[src/hw/rtl/cmc_pkg.sv]
`default_nettype none
package cmc_pkg;

	localparam int YW   = 14;
	localparam int DAYW = 22;
	localparam int ACCW = 50;
	localparam int MSW  = 45;

	localparam logic [YW-1:0] BASE_YEAR  = 14'd1600;
	localparam logic [26:0]   MS_PER_DAY = 27'd86400000;
	localparam logic [21:0]   MS_PER_HR  = 22'd3600000;
	localparam logic [21:0]   MS_PER_MIN = 22'd60000;
	localparam logic [21:0]   MS_PER_SEC = 22'd1000;
	// floor(2^45 / ms per day), day estimate from count bits 44..13
	localparam logic [18:0]   DAY_RECIP  = 19'd407226;

	// status codes
	localparam logic [2:0] ST_OK        = 3'd0;
	localparam logic [2:0] ST_BAD_DAY   = 3'd1;
	localparam logic [2:0] ST_BAD_MONTH = 3'd2;
	localparam logic [2:0] ST_BAD_YEAR  = 3'd3;
	localparam logic [2:0] ST_RANGE     = 3'd4;

	// action codes
	localparam logic [1:0] ACT_TO_COUNT = 2'd0;
	localparam logic [1:0] ACT_TO_DATE  = 2'd1;
	localparam logic [1:0] ACT_ADD      = 2'd2;
	localparam logic [1:0] ACT_SUB      = 2'd3;

	// datapath operations
	localparam logic [3:0] OP_NONE  = 4'd0;
	localparam logic [3:0] OP_LOAD  = 4'd1;
	localparam logic [3:0] OP_CHECK = 4'd2;
	localparam logic [3:0] OP_YW1   = 4'd3;
	localparam logic [3:0] OP_MW1   = 4'd4;
	localparam logic [3:0] OP_MUL   = 4'd5;
	localparam logic [3:0] OP_ACT   = 4'd6;
	localparam logic [3:0] OP_RANGE = 4'd7;
	localparam logic [3:0] OP_DIV   = 4'd8;
	localparam logic [3:0] OP_YW2   = 4'd9;
	localparam logic [3:0] OP_MW2   = 4'd10;
	localparam logic [3:0] OP_TIME  = 4'd11;
	localparam logic [3:0] OP_OUT   = 4'd12;
	localparam logic [3:0] OP_ERR   = 4'd13;

	typedef struct packed {
		logic [1:0]  action;
		logic [11:0] year;
		logic [3:0]  month;
		logic [4:0]  day;
		logic [4:0]  hour;
		logic [5:0]  minute;
		logic [5:0]  second;
		logic [9:0]  millisecond;
		logic [44:0] amount_ms;
	} req_t;

	typedef struct packed {
		logic [2:0]  status;
		logic [11:0] out_year;
		logic [3:0]  out_month;
		logic [4:0]  out_day;
		logic [4:0]  out_hour;
		logic [5:0]  out_minute;
		logic [5:0]  out_second;
		logic [9:0]  out_millisecond;
		logic [44:0] serial_ms;
	} rsp_t;

	typedef struct packed {
		logic [3:0] op;
	} cmd_t;

	typedef struct packed {
		logic done;     // current multi-cycle op finishes this cycle
		logic bad;      // error status latched
		logic to_date;  // transaction skips the date-to-count half
		logic out_free; // output register can take a result
	} sts_t;

	// Gregorian leap test; divisibility by 25 via reciprocal multiply
	function automatic logic is_leap(input logic [YW-1:0] y);
		logic [26:0] p;
		logic [9:0]  q;
		logic        div25;
		p     = 27'(y) * 27'd5243;
		q     = p[26:17];
		div25 = (14'(q) * 14'd25) == y;
		return (y[1:0] == 2'd0) && (!div25 || (y[3:0] == 4'd0));
	endfunction

	// month length, month index from zero
	function automatic logic [4:0] month_len(input logic lp, input logic [3:0] idx);
		logic [4:0] len;
		unique case (idx)
			4'd1:                      len = lp ? 5'd29 : 5'd28;
			4'd3, 4'd5, 4'd8, 4'd10:   len = 5'd30;
			default:                   len = 5'd31;
		endcase
		return len;
	endfunction

	function automatic longint unsigned leaps_upto(input longint unsigned x);
		return x / 4 - x / 100 + x / 400;
	endfunction

	function automatic longint unsigned days_before(input longint unsigned y);
		return 365 * (y - 1600) + leaps_upto(y - 1) - leaps_upto(1599);
	endfunction

	// count limit for a year span, capped at 2^45
	function automatic logic [45:0] count_limit(input int unsigned span);
		longint unsigned lim;
		lim = days_before(64'(1600 + span)) * 64'd86400000;
		return (lim > 64'h2000_0000_0000) ? 46'h2000_0000_0000 : 46'(lim);
	endfunction

endpackage
`default_nettype wire

[src/hw/rtl/cmc_ctrl.sv]
`default_nettype none
module cmc_ctrl import cmc_pkg::*; (
	input  wire logic clk,
	input  wire logic arst_n,
	input  wire logic req_valid,
	output logic      req_stall,
	output cmd_t      cmd,
	input  wire sts_t sts
);

	localparam logic [3:0] S_IDLE  = 4'd0;
	localparam logic [3:0] S_CHECK = 4'd1;
	localparam logic [3:0] S_YW1   = 4'd2;
	localparam logic [3:0] S_MW1   = 4'd3;
	localparam logic [3:0] S_MUL   = 4'd4;
	localparam logic [3:0] S_ACT   = 4'd5;
	localparam logic [3:0] S_RANGE = 4'd6;
	localparam logic [3:0] S_DIV   = 4'd7;
	localparam logic [3:0] S_YW2   = 4'd8;
	localparam logic [3:0] S_MW2   = 4'd9;
	localparam logic [3:0] S_TIME  = 4'd10;
	localparam logic [3:0] S_OUT   = 4'd11;
	localparam logic [3:0] S_ERR   = 4'd12;

	logic [3:0] state_q, state_d;

	assign req_stall = (state_q != S_IDLE);

	always_comb begin
		state_d = state_q;
		cmd.op  = OP_NONE;
		unique case (state_q)
			S_IDLE: begin
				if (req_valid) begin
					cmd.op  = OP_LOAD;
					state_d = S_CHECK;
				end
			end
			S_CHECK: begin
				cmd.op  = OP_CHECK;
				state_d = S_YW1;
			end
			S_YW1: begin
				priority if (sts.bad) begin
					state_d = S_ERR;
				end else if (sts.to_date) begin
					state_d = S_ACT;
				end else begin
					cmd.op = OP_YW1;
					if (sts.done) state_d = S_MW1;
				end
			end
			S_MW1: begin
				cmd.op = OP_MW1;
				if (sts.done) state_d = S_MUL;
			end
			S_MUL: begin
				cmd.op = OP_MUL;
				if (sts.done) state_d = S_ACT;
			end
			S_ACT: begin
				cmd.op  = OP_ACT;
				state_d = S_RANGE;
			end
			S_RANGE: begin
				cmd.op  = OP_RANGE;
				state_d = S_DIV;
			end
			S_DIV: begin
				if (sts.bad) begin
					state_d = S_ERR;
				end else begin
					cmd.op = OP_DIV;
					if (sts.done) state_d = S_YW2;
				end
			end
			S_YW2: begin
				cmd.op = OP_YW2;
				if (sts.done) state_d = S_MW2;
			end
			S_MW2: begin
				cmd.op = OP_MW2;
				if (sts.done) state_d = S_TIME;
			end
			S_TIME: begin
				cmd.op = OP_TIME;
				if (sts.done) state_d = S_OUT;
			end
			S_OUT: begin
				if (sts.out_free) begin
					cmd.op  = OP_OUT;
					state_d = S_IDLE;
				end
			end
			S_ERR: begin
				if (sts.out_free) begin
					cmd.op  = OP_ERR;
					state_d = S_IDLE;
				end
			end
			default: state_d = S_IDLE;
		endcase
	end

	always_ff @(posedge clk or negedge arst_n) begin
		if (!arst_n) state_q <= S_IDLE;
		else         state_q <= state_d;
	end

endmodule
`default_nettype wire

[src/hw/rtl/cmc_datapath.sv]
`default_nettype none
module cmc_datapath import cmc_pkg::*; #(
	parameter int unsigned YEAR_SPAN = 1024
) (
	input  wire logic clk,
	input  wire logic arst_n,
	input  wire req_t req,
	input  wire cmd_t cmd,
	output sts_t      sts,
	output logic      rsp_valid,
	input  wire logic rsp_stall,
	output rsp_t      rsp
);

	localparam logic [45:0]   LIMIT = count_limit(YEAR_SPAN);
	localparam logic [YW-1:0] YEND  = YW'(1600 + YEAR_SPAN);

	req_t            req_q;
	logic [YW-1:0]   yr_q;
	logic [DAYW-1:0] days_q;
	logic [3:0]      mon_q;
	logic [ACCW-1:0] acc_q;
	logic [MSW-1:0]  serial_q;
	logic [26:0]     rem_q;
	logic [2:0]      err_q;
	logic [1:0]      mstep_q;
	logic [1:0]      div_cnt_q;
	logic [1:0]      tidx_q;
	logic [4:0]      hr_q;
	logic [5:0]      mi_q;
	logic [5:0]      se_q;
	rsp_t            rsp_q;
	logic            rsp_valid_q;

	// date check
	logic [YW-1:0] year_in;
	logic          lp_in;
	logic [4:0]    mlen_in;
	logic [2:0]    chk_code;

	assign year_in = YW'(req_q.year);
	assign lp_in   = is_leap(year_in);
	assign mlen_in = month_len(lp_in, req_q.month - 4'd1);

	always_comb begin
		priority if (req_q.day == 5'd0)                            chk_code = ST_BAD_DAY;
		else if (req_q.month == 4'd0 || req_q.month > 4'd12)       chk_code = ST_BAD_MONTH;
		else if (req_q.day > mlen_in)                              chk_code = ST_BAD_DAY;
		else if (year_in < BASE_YEAR || year_in >= YEND)           chk_code = ST_BAD_YEAR;
		else                                                       chk_code = ST_OK;
	end

	// calendar walk helpers
	logic          lp_yr;
	logic [8:0]    ylen;
	logic [4:0]    mlen;
	logic          yw1_more, mw1_more, yw2_more, mw2_more;

	assign lp_yr    = is_leap(yr_q);
	assign ylen     = lp_yr ? 9'd366 : 9'd365;
	assign mlen     = month_len(lp_yr, mon_q);
	assign yw1_more = (yr_q != year_in);
	assign mw1_more = (5'(mon_q) + 5'd1) < 5'(req_q.month);
	assign yw2_more = (days_q >= DAYW'(ylen)) && (yr_q < YEND);
	assign mw2_more = (mon_q < 4'd11) && (days_q >= DAYW'(mlen));

	// shared multiplier for the count build-up and the day split
	logic [1:0]  msel;
	logic [21:0] mul_a;
	logic [26:0] mul_b;
	logic [48:0] prod;

	assign msel = (cmd.op == OP_DIV) ? 2'd0 : mstep_q;

	always_comb begin
		unique case (msel)
			2'd0: begin mul_a = days_q;              mul_b = MS_PER_DAY;       end
			2'd1: begin mul_a = 22'(req_q.hour);     mul_b = 27'(MS_PER_HR);   end
			2'd2: begin mul_a = 22'(req_q.minute);   mul_b = 27'(MS_PER_MIN);  end
			default: begin mul_a = 22'(req_q.second); mul_b = 27'(MS_PER_SEC); end
		endcase
	end
	assign prod = 49'(mul_a) * 49'(mul_b);

	// action and range
	logic [ACCW-1:0] amt_ext;
	logic            ge_lim, lt_amt;

	assign amt_ext = ACCW'(req_q.amount_ms);
	assign ge_lim  = acc_q >= ACCW'(LIMIT);
	assign lt_amt  = acc_q < amt_ext;

	// day split: reciprocal estimate (low by at most two), then compare and subtract
	logic [50:0] est_prod;
	logic [18:0] day_est;
	logic        day_ge;

	assign est_prod = 51'(acc_q[44:13]) * 51'(DAY_RECIP);
	assign day_est  = est_prod[50:32];
	assign day_ge   = acc_q >= ACCW'(MS_PER_DAY);

	// time of day split
	logic [21:0] tconst;
	logic        t_ge;

	always_comb begin
		unique case (tidx_q)
			2'd0:    tconst = MS_PER_HR;
			2'd1:    tconst = MS_PER_MIN;
			default: tconst = MS_PER_SEC;
		endcase
	end
	assign t_ge = rem_q >= 27'(tconst);

	logic done_c;

	always_comb begin
		unique case (cmd.op)
			OP_YW1:  done_c = !yw1_more;
			OP_MW1:  done_c = !mw1_more;
			OP_MUL:  done_c = (mstep_q == 2'd3);
			OP_DIV:  done_c = (div_cnt_q == 2'd2) && !day_ge;
			OP_YW2:  done_c = !yw2_more;
			OP_MW2:  done_c = !mw2_more;
			OP_TIME: done_c = (tidx_q == 2'd2) && !t_ge;
			default: done_c = 1'b0;
		endcase
	end
	assign sts.done     = done_c;
	assign sts.bad      = (err_q != ST_OK);
	assign sts.to_date  = (req_q.action == ACT_TO_DATE);
	assign sts.out_free = !rsp_valid_q || !rsp_stall;

	always_ff @(posedge clk) begin
		unique case (cmd.op)
			OP_LOAD: begin
				req_q <= req;
				acc_q <= ACCW'(req.amount_ms);
				err_q <= ST_OK;
			end
			OP_CHECK: begin
				if (req_q.action != ACT_TO_DATE) begin
					err_q   <= chk_code;
					yr_q    <= BASE_YEAR;
					days_q  <= '0;
					mon_q   <= '0;
					mstep_q <= '0;
					acc_q   <= ACCW'(req_q.millisecond);
				end
			end
			OP_YW1: begin
				if (yw1_more) begin
					days_q <= days_q + DAYW'(ylen);
					yr_q   <= yr_q + YW'(1);
				end
			end
			OP_MW1: begin
				if (mw1_more) begin
					days_q <= days_q + DAYW'(mlen);
					mon_q  <= mon_q + 4'd1;
				end else begin
					days_q <= days_q + DAYW'(req_q.day) - DAYW'(1);
				end
			end
			OP_MUL: begin
				acc_q   <= acc_q + ACCW'(prod);
				mstep_q <= mstep_q + 2'd1;
			end
			OP_ACT: begin
				if (ge_lim || (req_q.action == ACT_SUB && lt_amt)) err_q <= ST_RANGE;
				if (req_q.action == ACT_ADD) acc_q <= acc_q + amt_ext;
				else if (req_q.action == ACT_SUB && !lt_amt) acc_q <= acc_q - amt_ext;
			end
			OP_RANGE: begin
				if (ge_lim) err_q <= ST_RANGE;
				serial_q  <= acc_q[MSW-1:0];
				div_cnt_q <= '0;
				rem_q     <= '0;
			end
			OP_DIV: begin
				yr_q   <= BASE_YEAR;
				mon_q  <= '0;
				tidx_q <= '0;
				hr_q   <= '0;
				mi_q   <= '0;
				se_q   <= '0;
				priority if (div_cnt_q == 2'd0) begin
					days_q    <= DAYW'(day_est);
					div_cnt_q <= 2'd1;
				end else if (div_cnt_q == 2'd1) begin
					acc_q     <= acc_q - ACCW'(prod);
					div_cnt_q <= 2'd2;
				end else if (day_ge) begin
					acc_q  <= acc_q - ACCW'(MS_PER_DAY);
					days_q <= days_q + DAYW'(1);
				end else begin
					rem_q <= acc_q[26:0];
				end
			end
			OP_YW2: begin
				if (yw2_more) begin
					days_q <= days_q - DAYW'(ylen);
					yr_q   <= yr_q + YW'(1);
				end
			end
			OP_MW2: begin
				if (mw2_more) begin
					days_q <= days_q - DAYW'(mlen);
					mon_q  <= mon_q + 4'd1;
				end
			end
			OP_TIME: begin
				if (t_ge) begin
					rem_q <= rem_q - 27'(tconst);
					unique case (tidx_q)
						2'd0:    hr_q <= hr_q + 5'd1;
						2'd1:    mi_q <= mi_q + 6'd1;
						default: se_q <= se_q + 6'd1;
					endcase
				end else if (tidx_q != 2'd2) begin
					tidx_q <= tidx_q + 2'd1;
				end
			end
			OP_OUT: begin
				rsp_q.status          <= ST_OK;
				rsp_q.out_year        <= yr_q[11:0];
				rsp_q.out_month       <= mon_q + 4'd1;
				rsp_q.out_day         <= days_q[4:0] + 5'd1;
				rsp_q.out_hour        <= hr_q;
				rsp_q.out_minute      <= mi_q;
				rsp_q.out_second      <= se_q;
				rsp_q.out_millisecond <= rem_q[9:0];
				rsp_q.serial_ms       <= serial_q;
			end
			OP_ERR: begin
				rsp_q <= '{status: err_q, default: '0};
			end
			default: begin
			end
		endcase
	end

	always_ff @(posedge clk or negedge arst_n) begin
		if (!arst_n) begin
			rsp_valid_q <= 1'b0;
		end else if (cmd.op == OP_OUT || cmd.op == OP_ERR) begin
			rsp_valid_q <= 1'b1;
		end else if (!rsp_stall) begin
			rsp_valid_q <= 1'b0;
		end
	end

	assign rsp_valid = rsp_valid_q;
	assign rsp       = rsp_q;

endmodule
`default_nettype wire

[src/hw/rtl/calendar_millisecond_converter.sv]
// Gregorian date / millisecond-count converter.
// req channel: one transaction names an action (date to count, count to
// date, add offset, subtract offset) with a date, a time and amount_ms.
// rsp channel: one transaction per request with a status and the result
// date, time and serial count (all zero but status on an error).
// One request is worked at a time; req_stall is high from the accept until
// the result has been handed to the output register.
// Run time grows with the years past 1600 walked in each of the two year
// walks, with the months walked on each side and with the hour, minute
// and second of the result; the two year walks dominate.
// A new request is taken while the previous result still waits in the
// output register; a stalled result holds and the next finished result
// waits in the controller until the register frees.
// Reset clears the controller and the output valid; no clearing pass.
`default_nettype none
module calendar_millisecond_converter import cmc_pkg::*; #(
	parameter int unsigned YEAR_SPAN = 1024
) (
	input  wire logic clk,
	input  wire logic arst_n,
	input  wire logic req_valid,
	output logic      req_stall,
	input  wire req_t req,
	output logic      rsp_valid,
	input  wire logic rsp_stall,
	output rsp_t      rsp
);

	cmd_t cmd;
	sts_t sts;

	// sequencer: one state per step of the conversion
	cmc_ctrl u_ctrl (
		.clk       (clk),
		.arst_n    (arst_n),
		.req_valid (req_valid),
		.req_stall (req_stall),
		.cmd       (cmd),
		.sts       (sts)
	);

	// walks, shared multiplier, reciprocal day split, output register
	cmc_datapath #(
		.YEAR_SPAN (YEAR_SPAN)
	) u_dp (
		.clk       (clk),
		.arst_n    (arst_n),
		.req       (req),
		.cmd       (cmd),
		.sts       (sts),
		.rsp_valid (rsp_valid),
		.rsp_stall (rsp_stall),
		.rsp       (rsp)
	);

endmodule
`default_nettype wire

[config.mk]
export PLATFORM = sky130hd
export DESIGN_NAME = calendar_millisecond_converter
export DESIGN_NICKNAME = d
export VERILOG_FILES = /design/src/hw/rtl/cmc_pkg.sv /design/src/hw/rtl/cmc_ctrl.sv /design/src/hw/rtl/cmc_datapath.sv /design/src/hw/rtl/calendar_millisecond_converter.sv
export SDC_FILE = /design/constraint.sdc
export NUM_CORES = 2
export LEC_CHECK = 0
export BUFFER_PORTS_ARGS = -buffer_cell sky130_fd_sc_hd__clkbuf_2
export CORE_UTILIZATION = 62
export DETAILED_ROUTE_END_ITERATION = 10
export PLACE_DENSITY_LB_ADDON = 0.25
export SKIP_CTS_REPAIR_TIMING = 1
export SYNTH_ARGS = -nofsm -noshare
export SYNTH_HDL_FRONTEND = slang
export SYNTH_HIERARCHICAL = 1
export SYNTH_SLANG_ARGS = --single-unit
[constraint.sdc]
create_clock -name clk -period 13.59 [get_ports clk]
set_input_delay 0.6795 -clock clk [delete_from_list [all_inputs] [get_ports clk]]
set_output_delay 0.6795 -clock clk [all_outputs]
set_load 0.005 [all_outputs]
==> After elaboration in Yosys (flattened, before gate mapping) <==
Cells that the tools add are included.
{ "totals": {"regBits": 384, "input_bits": 99, "output_inout_bits": 98, "elab_cells": 308} }
{ "op_classes": {"addsub": 23, "multipliers": 6, "order_cmp": 13, "eq_ne": 81, "n_mux": 87, "reduce_logical": 65} }
{ "op_table": {"columns": ["cell", "n"], "rows": [
  ["two-way mux 50 bit", 6],
  ["one-hot mux 50 bit (5 select lines)", 1],
  ["one-hot mux 96 bit (2 select lines)", 1],
  ["two-way mux 22 bit", 8],
  ["one-hot mux 27 bit (3 select lines)", 2],
  ["one-hot mux 22 bit (6 select lines)", 1],
  ["two-way mux 27 bit", 4],
  ["two-way mux 4 bit", 19],
  ["one-hot mux 22 bit (3 select lines)", 1],
  ["equality test 4 bit, second input constant", 15],
  ["one-hot mux 14 bit (4 select lines)", 1],
  ["one-hot mux 4 bit (13 select lines)", 1],
  ["adder 50 x 45 -> 50 bit", 1],
  ["adder 50 x 49 -> 50 bit", 1],
  ["greater-or-equal comparator 50 x 27 -> 1 bit, second input constant", 1],
  ["greater-or-equal comparator 50 x 45 -> 1 bit, second input constant", 1],
  ["< comparator 50 x 45 -> 1 bit", 1],
  ["multiplier 32 x 18 -> 50 bit, second input constant", 1],
  ["subtractor 50 x 27 -> 50 bit, second input constant", 1],
  ["subtractor 50 x 45 -> 50 bit", 1],
  ["subtractor 50 x 49 -> 50 bit", 1],
  ["multiplier 22 x 27 -> 49 bit", 1],
  ["one-hot mux 4 bit (12 select lines)", 1],
  ["adder 22 x 5 -> 22 bit", 2],
  ["other kinds (72)", 202]
]} }

==> Logic depth before layout (Yosys ltp) <==
{ "depth": {"word_depth": 16, "ltp_mapped": 56, "depth_no_buf": 51} }

==> By module <==
The synthesis kept the hierarchy.
{ "modules_own_cells": {"columns": ["mod", "n_inst", "cells_each", "area_each_um2", "seq_area_each_um2"], "rows": [
  ["cmc_datapath", 1, 6831, 63189.4, 11405.9],
  ["cmc_ctrl", 1, 54, 462.9, 100.1]
]} }

==> Worst setup path before layout <==
OpenSTA, ideal clock, no wires.
{ "synth_path": {"path_type": "register to register", "from": "reg u_dp.err_q[1]", "to": "reg u_dp.acc_q[39] (data pin)", "setup_time_ps": 261, "arrival_time_ps": 11974, "setup_slack_ps": 1355, "stages_incl_launch_ff": 50, "n_path_buf": 5, "period_less_slack_ps": 12235, "path_cell_list": "edfxtp_1 or3_1 nor2_1 o21bai_1 a221oi_1 clkbuf_1 nor2_1 nand2_1 clkbuf_1 nand2_1 inv_1 clkbuf_1 ha_1 clkbuf_1 nor2_1 or2_2 and2_1 inv_1 (+14 left out) a21oi_1 and2_1 o21ai_0 nand2b_1 xor2_1 ha_1 buf_2 nor4_2 nand2_1 or4b_1 a31oi_1 nor3_2 o31ai_4 a21oi_2 or3_4 o211ai_2 o21ai_1 o32a_1"} }
{ "synth_lines": {"columns": ["element", "line", "source"], "rows": [
  ["start, declared", "cmc_datapath.sv:25", "logic [2:0] err_q;"],
  ["start signal, assigned", "cmc_datapath.sv:143", "err_q <= chk_code;"],
  ["end signal, assigned", "cmc_datapath.sv:138", "acc_q <= ACCW'(req.amount_ms);"],
  ["end signal, assigned", "cmc_datapath.sv:148", "acc_q <= ACCW'(req_q.millisecond);"],
  ["end signal, assigned", "cmc_datapath.sv:166", "acc_q <= acc_q + ACCW'(prod);"],
  ["end, declared", "cmc_datapath.sv:22", "logic [ACCW-1:0] acc_q;"]
]} }

==> flow_summary.yaml <==
critical_path:
  crit_family: "adder cells"
  cp_max_fo: 22
  reg2regPathDepth: 47
  slowest_stage: "or4b_1"
  cp.buffers_inverters: 8
  reg2reg_to: "u_dp/acc_q[37]"
  cp_slowest_stage_delay_ps: 590
  end_kind: "register"
  cp.arrival_ps: 13420
  crit_start: "u_dp/err_q[1]"
  r2r_setup_slack_ps: 510
  criticalPathCategory: "reg -> reg"
  worstReg2RegStart: "u_dp/err_q[1]"
  required_ps: 13930
  cp-start-kind: "register"
hold_path:
  worstHoldPathCells: 1
  min_from: "req[54]"
  hold_class: "in -> reg"
  hold-path-endpoint: "u_dp/req_q[54]"
route:
  drtIter0Drc: 5282
  drt_pass1_iterations: 6
  ant_nets: 0
  drt_wl_total_mm: 208
  wl_per_cell_um: 24.6
  num_vias: 52033
  via_per_inst: 6.17
  drc: 0
synth:
  synthFlopType: "edfxtp_1"
  synth_cell_type_count: 108
  ys_seq_area_share_pct: 18.1
  synth_top_family_by_area: "adder cells"
  syn-cell-area_um2: 63700
  yosys_warnings: 6
  avgSynthCellArea_um2: 9.25
  synth_enable_flop_cells: 379
  synth_xor_area_share_pct: 4.83
  synth_compound_area_share_pct: 14.1
  async_reset_ff_share_pct: 1.30
  muxShareOfSynthArea_pct: 0.399
  yosys.area_share.simple_pct: 11.3
  ys_seq_elements: 384
  syn_nets: 8707
  synthAdderAreaFrac_pct: 42.0
  synth_cells: 6885
floorplanning:
  start_util_pct: 62.6
  core_um2: 102000
  row_count: 117
  die_area_um2: 104000
  top_level_ports: 197
  die_y_um: 322
  die_w_um: 322
placement:
  gp_congestion: 1.04
  hpwl_mm: 170
  place_ws_ps: 345
  placed_area_um2: 66300
  io_buffers: 196
sta:
  final_max_slew_viol_count: 0
  period_minus_slack_ps: 13080
  rsz0062_at_grt: "yes"
  max_freq_ghz: 0.0764
  fin_worst_skew_ps: 38.5
  slew_headroom_pct: 12.7
  worst_pin_slew_ps: 1290
  finalSetupViolCount: 0
  fin_ws_ps: 509
  hold_viol_final: 0
  finalCritPeriodShare_pct: 96.3
cts:
  cts_sinks: 384
  h-tree-depth: 2
  insertion_delay_ps: 660
  clk_pin_slew_ps: 60
  cts-root-buf: "clkbuf_16"
  numCtsBuffers: 47
  cts_tree: "done"
  max-clock-path-buffers: 3
global_routing:
  grt_first_pass_wirelength_mm: 314
  grt-ovfl-total: 0
  grt_util_all_layers_pct: 40.1
  antenna_found_initial: 6
  grt_pass1_vias: 52052
  grt_max_degree: 61
cells_and_area:
  fin_area_um2: 68100
  regArea_um2: 11500
  multi_input_area_um2: 46400
  drive_gt1_share_pct: 6.73
  syn2layout_area_growth_pct: 6.96
  fin_util_pct: 66.9
  nets: 8846
  nFillCells: 8222
status:
  status: "finished, final reports clean"
job:
  max-cap-violations: 0
==> cells in the mapped netlist, drive strengths merged (17+ instances only) <==
cell | number | area [um2]
a211oi | 43 | 328
a21o | 124 | 932
a21oi | 390 | 1960
a221oi | 41 | 377
a31oi | 53 | 332
and2 | 119 | 744
and3 | 80 | 500
buf | 38 | 198
clkbuf | 159 | 599
edfxtp | 379 | 11400
fa | 687 | 13800
ha | 1036 | 13000
inv | 1352 | 5070
mux2i | 19 | 190
nand2 | 357 | 1340
nand2b | 51 | 319
nand3 | 109 | 558
nand4 | 60 | 397
nor2 | 459 | 1720
nor2b | 44 | 275
nor3 | 86 | 435
nor4 | 35 | 225
o211ai | 32 | 250
o21a | 28 | 210
o21ai | 268 | 1350
o21bai | 57 | 432
o221ai | 25 | 219
o22ai | 37 | 231
o31ai | 39 | 330
or2 | 17 | 106
or3 | 25 | 161
xnor2 | 262 | 2290
xor2 | 89 | 780
==> cells in the final DEF (no fill, tap or decap), types with 15 or more instances in the layout <==
cell	netlist	layout
nor2_1	459	452
ha_1	1036	1033
nand3_1	108	107
clkbuf_16	0	47
o22ai_1	37	37
clkbuf_2	2	196
or3_1	24	24
a21oi_1	387	381
a221oi_1	40	39
and3_1	80	80
buf_4	1	91
o211ai_1	30	30
nor3_1	85	81
inv_1	1352	1350
xor2_1	89	89
a211oi_1	42	40
edfxtp_1	379	379
o21a_1	28	28
nor4_1	34	33
nand2_1	357	355
o21bai_1	56	56
nor2b_1	44	41
and2_1	118	118
a221o_1	15	15
a22oi_1	15	15
or2_2	16	16
o21ai_0	256	256
nand2b_1	51	50
xnor2_1	262	260
o31ai_1	35	34
fa_1	687	687
o221ai_1	25	25
nand4_1	58	58
a222oi_1	15	15
mux2i_1	19	19
a31oi_1	53	52
a21o_1	123	123
or4_1	15	15
==> metrics by stage <==
step / hold WS [ps] / setup TNS (ps) / std cells
final: 202 / 0 / 8432
after global routing: 181 / -42.2 / 8430
after CTS: -168 / 0 / 8427
after detailed placement: 504 / 0 / 8340
after global placement: 500 / 0 / 8340
after floorplan: 384 / 0 / 6885
==> cell families after synthesis <==
family	after synthesis
adders and majority gates	1723
AOI/OAI and AO/OA	1353
muxes	24
and+or+nand+nor	1494
DFF	384
buffers and inverters	1556
xor gates and xnor gates	351
==> cell type report <==
cell class / instances / area share, %
repair buffers: 288 / 2.46
multi-input cells: 4945 / 68.2
flip-flops and latches: 384 / 16.9
diodes: 2 / 0.00735
well taps: 1368 / 2.51
clock inverters: 36 / 0.662
clock buffers: 51 / 1.76
inverters: 1358 / 7.49
==> registers in the layout, summed over array words and instances, names as in the netlist <==
register and flops:
u_dp/req_q 50, u_dp/mi_q 6, u_dp/mstep_q 2, u_dp/amt_ext 45, u_dp/acc_q 50, u_dp/rsp_valid 1, u_dp/se_q 6, u_dp/days_q 22
u_ctrl/state_q 4, u_dp/hr_q 5, u_dp/div_cnt_q 2, u_dp/mon_q 4, u_dp/err_q 3, u_dp/yr_q 14, u_dp/serial_q 45, u_dp/tidx_q 2
u_dp/rem_q 27, u_dp/rsp 96
==> how the worst max path moves through the flow <==
stage	cells after the start	endpoint	slack [ps]
final	47	u_dp/acc_q[37]	510
after global routing	52	u_dp/acc_q[48]	-20
after CTS	46	u_dp/acc_q[37]	300
after detailed placement	47	u_dp/acc_q[37]	350
after global placement	47	u_dp/acc_q[42]	450
after floorplan	49	u_dp/acc_q[39]	1350
==> per-layer routing <==
metal | GRT usage [%] | up-vias | part of all wire [%] | wire [um]
li1 | - | 23440 | - | -
met1 | 52.8 | 25304 | 40 | 82700
met2 | 62.6 | 2687 | 44 | 92000
met3 | 7.44 | 600 | 9.6 | 19900
met4 | 21.6 | 2 | 6.3 | 13100
met5 | 0 | - | 0.0063 | 13
==> worst register-to-register path, delay by kind of cell (launching register included) <==
kind,cells,cell delay (ps)
fa+ha+maj,10,4030
compound gates,15,3530
simple gates,13,3520
buf+inv,8,1020
flops,1,380
xor+xnor,1,320
Power is not shown: default switching activity piles up to over one toggle a cycle in this logic, so the estimate is an artifact.
